File: src/rtl/core/kme_pkg.sv
// ----------------------------------------------------------------------------
// kme_pkg
// Types, sizes and the key map shared by the keypad key emulator.
// ----------------------------------------------------------------------------
package kme_pkg;

	localparam int FIFO_DEPTH = 16;
	localparam int ROW_COUNT  = 4;
	localparam int COL_COUNT  = 3;
	localparam int PTR_W      = $clog2(FIFO_DEPTH);
	localparam int CNT_W      = (PTR_W + 1 > 4) ? PTR_W + 1 : 4;
	localparam int ROW_W      = $clog2(ROW_COUNT);
	localparam int COL_W      = 2;

	localparam logic OP_POLL  = 1'b0;
	localparam logic OP_QUEUE = 1'b1;

	localparam logic [15:0] PRESS_TICKS_RESET = 16'd100;
	localparam logic [15:0] HOLD_COUNT_MAX    = 16'hFFFF;

	typedef struct packed {
		logic       opcode;
		logic [7:0] key_char;
		logic [3:0] row_levels;
		logic       ms_tick;
	} kme_in_t;

	typedef struct packed {
		logic [2:0] col_drive;
		logic       idle;
		logic       dropped;
		logic       rejected;
		logic [3:0] queue_count;
	} kme_out_t;

	typedef struct packed {
		logic             ok;
		logic [ROW_W-1:0] row;
		logic [COL_W-1:0] col;
	} kme_key_t;

	// Keys 1..9 in reading order, then C, 0, R on the bottom row.
	function automatic kme_key_t map_key(input logic [7:0] ch);
		kme_key_t k;
		k = '{ok: 1'b1, row: '0, col: '0};
		case (ch)
			8'h31: begin k.row = 2'd0; k.col = 2'd0; end
			8'h32: begin k.row = 2'd0; k.col = 2'd1; end
			8'h33: begin k.row = 2'd0; k.col = 2'd2; end
			8'h34: begin k.row = 2'd1; k.col = 2'd0; end
			8'h35: begin k.row = 2'd1; k.col = 2'd1; end
			8'h36: begin k.row = 2'd1; k.col = 2'd2; end
			8'h37: begin k.row = 2'd2; k.col = 2'd0; end
			8'h38: begin k.row = 2'd2; k.col = 2'd1; end
			8'h39: begin k.row = 2'd2; k.col = 2'd2; end
			8'h43, 8'h63: begin k.row = 2'd3; k.col = 2'd0; end
			8'h30: begin k.row = 2'd3; k.col = 2'd1; end
			8'h52, 8'h72: begin k.row = 2'd3; k.col = 2'd2; end
			default: k.ok = 1'b0;
		endcase
		return k;
	endfunction

endpackage

File: src/rtl/core/keypad_matrix_key_emulator.sv
// ----------------------------------------------------------------------------
// keypad_matrix_key_emulator
// Emulates presses on a 4x3 matrix keypad scanned by an external controller.
// ----------------------------------------------------------------------------
// Each input beat is either a queue beat (put a key character into the ring
// FIFO, which holds FIFO_DEPTH-1 keys and flags a drop when full) or a poll
// beat (dequeue a key when idle, latch it once its row line is sampled low,
// then pull its column low for press_ticks millisecond ticks). Every input
// beat produces exactly one result beat that shows the state after it. The
// block takes one beat per cycle: the whole update is one pass of logic from
// the state registers and the input beat into a two-entry result buffer, so
// the sustained rate is one beat per clock. The input stalls only when both
// result entries are full, which takes a downstream stall. The key FIFO
// lives in flip-flops and is read at the read pointer in the same cycle.
// Write press_ticks only while no beat is in flight; a held key compares
// against the new value from the next poll on. cfg_ready is always high.
module keypad_matrix_key_emulator (
	input  logic             clk,
	input  logic             arst_n,
	input  logic             in_valid,
	output logic             in_stall,
	input  kme_pkg::kme_in_t in_data,
	output logic             out_valid,
	input  logic             out_stall,
	output kme_pkg::kme_out_t out_data,
	input  logic             cfg_valid,
	output logic             cfg_ready,
	input  logic [15:0]      cfg_data
);
	import kme_pkg::*;

	// Key store and press state.
	logic [7:0]       fifo_q [FIFO_DEPTH];
	logic [PTR_W-1:0] wr_ptr_q, rd_ptr_q;
	logic             awaiting_q, holding_q;
	logic [ROW_W-1:0] active_row_q;
	logic [COL_W-1:0] active_col_q;
	logic [15:0]      hold_count_q;
	logic [15:0]      press_ticks_q;

	// Two-entry result buffer: entry 0 is the head shown on the output.
	kme_out_t res_q [2];
	logic [1:0] res_cnt_q;

	logic push, pop;
	logic res_to_head;

	// Next state from one pass.
	logic [PTR_W-1:0] wr_ptr_d, rd_ptr_d, wr_next, rd_next;
	logic             awaiting_d, holding_d;
	logic [ROW_W-1:0] active_row_d;
	logic [COL_W-1:0] active_col_d;
	logic [15:0]      hold_count_d;
	logic             fifo_we;
	logic             dropped, rejected;
	logic [CNT_W-1:0] count_cur, count_new;
	kme_key_t         key;
	kme_out_t         res;

	function automatic logic [CNT_W-1:0] fill(input logic [PTR_W-1:0] wp,
			input logic [PTR_W-1:0] rp);
		logic [CNT_W-1:0] diff;
		diff = CNT_W'(wp) - CNT_W'(rp);
		if (wp < rp) begin
			diff = diff + CNT_W'(FIFO_DEPTH);
		end
		return diff;
	endfunction

	assign cfg_ready = 1'b1;

	assign out_valid = (res_cnt_q != 2'd0);
	assign out_data  = res_q[0];
	assign pop       = out_valid && !out_stall;
	assign in_stall  = (res_cnt_q == 2'd2);
	assign push      = in_valid && !in_stall;

	assign wr_next   = (wr_ptr_q == PTR_W'(FIFO_DEPTH - 1)) ? '0 : wr_ptr_q + PTR_W'(1);
	assign rd_next   = (rd_ptr_q == PTR_W'(FIFO_DEPTH - 1)) ? '0 : rd_ptr_q + PTR_W'(1);
	assign count_cur = fill(wr_ptr_q, rd_ptr_q);
	assign key       = map_key(fifo_q[rd_ptr_q]);

	always_comb begin
		wr_ptr_d     = wr_ptr_q;
		rd_ptr_d     = rd_ptr_q;
		awaiting_d   = awaiting_q;
		holding_d    = holding_q;
		active_row_d = active_row_q;
		active_col_d = active_col_q;
		hold_count_d = hold_count_q;
		fifo_we      = 1'b0;
		dropped      = 1'b0;
		rejected     = 1'b0;

		if (in_data.opcode == OP_QUEUE) begin
			// Keep one slot free: full when the next write would meet the reader.
			if (wr_next != rd_ptr_q) begin
				fifo_we  = 1'b1;
				wr_ptr_d = wr_next;
			end else begin
				dropped = 1'b1;
			end
		end else begin
			// Dequeue and decode when nothing is in flight.
			if (!awaiting_q && !holding_q && count_cur != '0) begin
				rd_ptr_d = rd_next;
				if (key.ok) begin
					active_row_d = key.row;
					active_col_d = key.col;
					awaiting_d   = 1'b1;
				end else begin
					rejected = 1'b1;
				end
			end
			// Latch on a low row line, even for a key dequeued in this poll.
			if (awaiting_d) begin
				if (!in_data.row_levels[active_row_d]) begin
					awaiting_d   = 1'b0;
					holding_d    = 1'b1;
					hold_count_d = '0;
				end
			end else if (holding_q) begin
				if (in_data.ms_tick && hold_count_q != HOLD_COUNT_MAX) begin
					hold_count_d = hold_count_q + 16'd1;
				end
				if (hold_count_d >= press_ticks_q) begin
					holding_d = 1'b0;
				end
			end
		end

		count_new       = fill(wr_ptr_d, rd_ptr_d);
		res.col_drive   = holding_d ? 3'(3'b001 << active_col_d) : 3'b000;
		res.idle        = !awaiting_d && !holding_d && (count_new == '0);
		res.dropped     = dropped;
		res.rejected    = rejected;
		res.queue_count = count_new[3:0];
	end

	// Commit state on an accepted beat.
	always_ff @(posedge clk or negedge arst_n) begin
		if (!arst_n) begin
			wr_ptr_q      <= '0;
			rd_ptr_q      <= '0;
			awaiting_q    <= 1'b0;
			holding_q     <= 1'b0;
			active_row_q  <= '0;
			active_col_q  <= '0;
			hold_count_q  <= '0;
			press_ticks_q <= PRESS_TICKS_RESET;
		end else begin
			if (push) begin
				wr_ptr_q     <= wr_ptr_d;
				rd_ptr_q     <= rd_ptr_d;
				awaiting_q   <= awaiting_d;
				holding_q    <= holding_d;
				active_row_q <= active_row_d;
				active_col_q <= active_col_d;
				hold_count_q <= hold_count_d;
			end
			if (cfg_valid && cfg_ready) begin
				press_ticks_q <= cfg_data;
			end
		end
	end

	// Key store: write only, no reset.
	always_ff @(posedge clk) begin
		if (push && fifo_we) begin
			fifo_q[wr_ptr_q] <= in_data.key_char;
		end
	end

	// Result buffer: shift on a pop, write the new beat behind what stays.
	always_ff @(posedge clk or negedge arst_n) begin
		if (!arst_n) begin
			res_cnt_q <= 2'd0;
		end else begin
			res_cnt_q <= res_cnt_q + {1'b0, push} - {1'b0, pop};
		end
	end

	// The new beat lands in the head when the buffer is empty or drains to empty.
	assign res_to_head = push && (res_cnt_q == 2'd0 || (res_cnt_q == 2'd1 && pop));

	always_ff @(posedge clk) begin
		if (res_to_head) begin
			res_q[0] <= res;
		end else if (pop) begin
			res_q[0] <= res_q[1];
		end
		if (push && !res_to_head) begin
			res_q[1] <= res;
		end
	end

endmodule
File: config.mk
export PLATFORM = sky130hd
export DESIGN_NAME = keypad_matrix_key_emulator
export DESIGN_NICKNAME = d
export VERILOG_FILES = /design/src/rtl/core/kme_pkg.sv /design/src/rtl/core/keypad_matrix_key_emulator.sv
export SDC_FILE = /design/constraint.sdc
export NUM_CORES = 1
export LEC_CHECK = 0
export BUFFER_PORTS_ARGS = -buffer_cell sky130_fd_sc_hd__buf_2
export CORE_MARGIN = 1.5
export CORE_UTILIZATION = 50
export DETAILED_ROUTE_END_ITERATION = 6
export PLACE_DENSITY_LB_ADDON = 0.12
export SYNTH_ARGS = -nofsm -noshare
export SYNTH_HDL_FRONTEND = slang
export SYNTH_SLANG_ARGS = --single-unit
File: constraint.sdc
create_clock -name clk -period 3.73 [get_ports clk]
set_input_delay 0 -clock clk [delete_from_list [all_inputs] [get_ports clk]]
set_output_delay 0 -clock clk [all_outputs]
set_load 0.01 [all_outputs]
After elaboration in Yosys (flattened, before gate mapping)
Memory sizes are Yosys's and may differ from the RTL's.
Index checks and enable logic that the tools add are counted.
- register bits after elaboration: 48
- bits in writable memories: 148
- input port bits: 35
- output and inout port bits: 13
- word-level logic and storage cells: 131
- memories: 2
- memory list (memory ; depth ; bits a word ; read ports ; clocked after memory_dff ; write ports ; RTL line ; RTL):
    fifo_q ; 16 ; 8 ; 1 ; 0 ; 1 ; keypad_matrix_key_emulator.sv:33 ; logic [7:0] fifo_q [FIFO_DEPTH];
    res_q ; 2 ; 10 ; 2 ; 0 ; 2 ; keypad_matrix_key_emulator.sv:42 ; kme_out_t res_q [2];
- add/sub/neg operators: 9
- magnitude comparators: 4
- equal/unequal tests: 21
- shift operators: 1
- multiplexer cells: 54
- bitwise logic cells: 2
- reductions and logical operators: 29
- operators with widths (kind ; count):
    2-to-1 mux 16 bit ; 7
    equality test 8 x 6 -> 1 bit, second input constant ; 10
    one-hot mux 4 bit (11 select lines) ; 1
    equality test 8 x 7 -> 1 bit, second input constant ; 4
    2-to-1 mux 1 bit ; 29
    2-to-1 mux 4 bit ; 6
    adder 16 x 1 -> 16 bit, second input constant ; 1
    greater-or-equal comparator 16 bit ; 1
    != test 16 bit, second input constant ; 1
    OR reduction 14 bit ; 1
    2-to-1 mux 2 bit ; 6
    logical AND 1 bit ; 11
    adder 5 bit, second input constant ; 2
    2-to-1 mux 10 bit ; 1
    2-to-1 mux 5 bit ; 2
    subtractor 4 x 4 -> 5 bit ; 2
    adder 4 x 1 -> 4 bit, second input constant ; 2
    equality test 4 bit, second input constant ; 2
    less-than comparator 4 bit ; 2
    zero test 1 bit ; 7
    zero test 5 bit ; 1
    nonzero test 5 bit ; 1
    != test 4 bit ; 1
    AND reduction 4 bit ; 1
    other kinds (16) ; 18

Logic depth before layout (Yosys ltp)
- depth after elaboration: 18
- depth in mapped cells: 18
- depth with buffers taken out: 18

Worst setup path after synthesis
No wires, ideal clock.
- kind: register to register
- start: register rd_ptr_q[1]
- end: memory res_q[0][6] (netlist bit) (data pin)
- setup time: 0.130 ns
- arrival: 3.868 ns
- data required time: 3.600 ns
- path slack: -0.268 ns
- cell stages (with the launch flop): 18
- buffers on the path: 3
- period minus slack after synthesis: 3.998 ns
- path through: dfrtp_1 > buf_2 > buf_2 > buf_2 > inv_1 > ha_1 > nand2b_1 > a21o_1 > a21oi_1 > o21ai_1 > nor2_1 > mux2_2 > ha_1 > inv_1 > fa_1 > a2111oi_0 > nor4bb_1 > mux2_2
- RTL lines (what ; RTL line ; RTL):
    from (decl) ; keypad_matrix_key_emulator.sv:34 ; logic [PTR_W-1:0] wr_ptr_q, rd_ptr_q;
    from (signal assigned) ; keypad_matrix_key_emulator.sv:154 ; rd_ptr_q <= rd_ptr_d;
    to (decl) ; keypad_matrix_key_emulator.sv:42 ;

==> flow_metrics.tcl <==
set metrics [dict create \
    cap_viol_max_count 0 \
    core_um2 18210 \
    ir_drop_v 0.0005060 \
    p_per_area_nw_per_um2 765.8 \
    synth-edff-count 148 \
    grt_pass1_wl_mm 30.66 \
    worst_ep_required_time_ns 3.97 \
    yosysWarnings 0 \
    fin_setup_tns_ns 0 \
    clkSinkCount 196 \
    ys_ff_latch 196 \
    holdWs_ns 0.02414 \
    crit_slowest_cell "mux4_2" \
    final_common_cell "edfxtp_1" \
    slew_viol_final 0 \
    wl_mm 19.13 \
    ios 48 \
    port_buffers 46 \
    timing.final.ws_setup_ns 0.01514 \
    clk_latency_ns 0.43 \
    place_congestion 0.8340 \
    dp_slack_ns -0.1366 \
    tightest_slew_ns 1.145 \
    htree_num_levels 4 \
    netlist_area_um2 9392 \
    diodes 0 \
    ys.flop_type "edfxtp_1" \
    drc 0 \
    yosys.area.top_type_share_pct 47.32 \
    min_delay_path_depth 3 \
    setup_viol_count_final 0 \
    cp_max_fo 6 \
    nFillCells 1358 \
    vias 5807 \
    rsz0062_at_grt "true" \
    skew_ns 0.01231 \
    yosysTopAreaCell "edfxtp_1" \
    power_leakage_nw 4.248 \
    synth_cells 683 \
    rows 49 \
    path_cells "buf_4, mux4_2, mux4_2, clkinv_2, nand2_4, a211o_1, o32ai_1, buf_4, mux2i_1, mux2i_2, o31a_1, o41ai_2" \
    syn2layout_area_growth_pct 18.63 \
    worstRegToRegCells 12 \
    slowest_delay_ns 0.58 \
    max_slew_margin_pct 23.69 \
    dpl.hpwl_mm 12.84 \
    arrival_ns 3.96 \
    synthTopCellsByArea "edfxtp_1 47%, dfrtp_1 12%, mux4_2 7.2%" \
    grt-ovfl-total 0 \
    ys_seq_area_share_pct 60.15 \
    clkTransAtPathRegs_ns 0.07 \
    grt_max_degree 49 \
    antenna_found_initial 0 \
    drtIter0Drc 369 \
    synthArstFlopShare_pct 24.49 \
    syn_nets 751 \
    grt_usage_pct 20.50 \
    root_buffer "clkbuf_16" \
    syn_area_per_cell_um2 13.75 \
    die_w_um 140.1 \
    dp.cells 967 \
    status "completed" \
    ant_nets 0 \
    end_kind "flip-flop" \
    final_cell_mix "148 x edfxtp_1, 51 x nand2_1, 47 x inv_1, 47 x buf_2, 46 x buf_4" \
    worst-setup-path-type "flip-flop to flip-flop" \
    start_util_pct 51.58 \
    cts_tree "yes" \
    first_global_vias 5835 \
    drive_gt1_share_pct 28.77 \
    first_pass_iters 5 \
    clockBufferDepth 2 \
    finalNonFillerCells 1032 \
    fin_crit_sh_pct 99.59 \
    clock.fmax_mhz 269.2 \
    die_y_um 140.1 \
    cts_buffers 17 \
    wl_per_cell_um 18.54 \
    hold_viol 0 \
    start_kind "flip-flop" \
    dieArea_um2 19610 \
    hold_path_class "input port to flip-flop" \
    final_nets 858 \
    via_per_inst 5.627 \
    min_period_ns 3.715 \
    yosysUniqueCellTypes 68 \
]
==> final timing paths <==
check	from	end	slack, ns
max	rd_ptr_q[0]	res_q[0][8]	0.02
max reg2reg	rd_ptr_q[0]	res_q[0][8]	0.02
min	cfg_valid	press_ticks_q[3]	0.02
min in group asynchronous	arst_n	res_cnt_q[1]	0.32
min reg2reg	press_ticks_q[6]	press_ticks_q[6]	0.51
max in group asynchronous	arst_n	rd_ptr_q[0]	2.58
==> area by class of cell <==
cell class	instances	area [um2]	share of cell area [%]
Clock buffer	19	432.9	3.886
Clock inverter	13	137.6	1.235
Inverter	48	181.4	1.628
Multi-Input combinational cell	401	3487	31.30
Sequential cell	196	5653	50.74
Tap cell	229	286.5	2.572
Timing Repair Buffer	126	962.2	8.637
==> worst max-delay path: cells and delay by family, from the launching register on <==
kind            cells  cell delay (ns)
flops               1             0.43
simple gates        1             0.07
mux                 4             1.46
compound gates      4             1.10
buf+inv             3             0.46
==> synth_stat cells (10+ instances only) <==
cell type / instances
a21oi_1: 14
and2_1: 12
buf_4: 11
clkbuf_1: 17
dfrtp_1: 45
edfxtp_1: 148
ha_1: 32
inv_1: 47
mux2_2: 16
mux2i_1: 10
mux4_2: 30
nand2_1: 53
nand3_1: 15
nor2_1: 24
nor3_1: 12
o21ai_0: 29
o21ai_1: 13
xnor2_1: 25
==> logic make-up (layout without fill, tap and decap cells) <==
group / after synthesis / in the layout / synth area share [%]
xor gates and xnor gates: 28 / 28 / 2.691
adders and majority gates: 33 / 33 / 4.476
other: 1 / 1 / 0.03993
AOI/OAI and AO/OA: 112 / 112 / 8.407
DFF: 196 / 196 / 60.15
buffers and inverters: 86 / 206 / 4.556
muxes: 57 / 57 / 10.33
and+or+nand+nor: 170 / 170 / 9.353
==> metal layers <==
| metal | global-route usage (%) | routed length, um | up-vias |
|---|---|---|---|
| met2 | 35.24 | 9572 | 134 |
| met1 | 26.96 | 8671 | 2895 |
| li1 | - | - | 2761 |
| met4 | 5.928 | 201 | 0 |
| met3 | 3.521 | 683 | 17 |
| met5 | 0 | 0 | - |
==> sequential cells by signal, summed over array words and instances (netlist names) <==
| name | cells |
|---|---|
| active_row_q | 2 |
| holding_q | 1 |
| fifo_q | 128 |
| res_cnt_q | 2 |
| press_ticks_q | 16 |
| awaiting_q | 1 |
| wr_ptr_q | 4 |
| res_q | 20 |
| hold_count_q | 16 |
| rd_ptr_q | 4 |
| active_col_q | 2 |
==> power breakdown <==
group	switching (W)	internal (W)
Combinational	0.00203	0.00181
Sequential	0.000151	0.00275
Clock	0.000853	0.000946
==> metrics by stage <==
| stage | power (W) | utilization [%] | instance area, um2 |
|---|---|---|---|
| 2_1_floorplan | 0.005453 | - | 9429 |
| 3_3_place_gp | 0.006414 | 55.45 | 10100 |
| 3_5_place_dp | 0.006518 | 55.45 | 10100 |
| 4_1_cts | 0.008436 | 60.46 | 11010 |
| 5_1_grt | 0.009034 | 61.18 | 11140 |
| 6_report | 0.008532 | 61.18 | 11140 |
==> timing repair <==
action	CTS	global route
endpoints found under the hold margin	189	0
gates cloned	0	0
endpoints found under the setup margin	8	25
pin swaps	2	9
hold buffers	27	0
setup buffers	4	3
gates resized for setup	8	28
(Power assumes the default switching activity.)
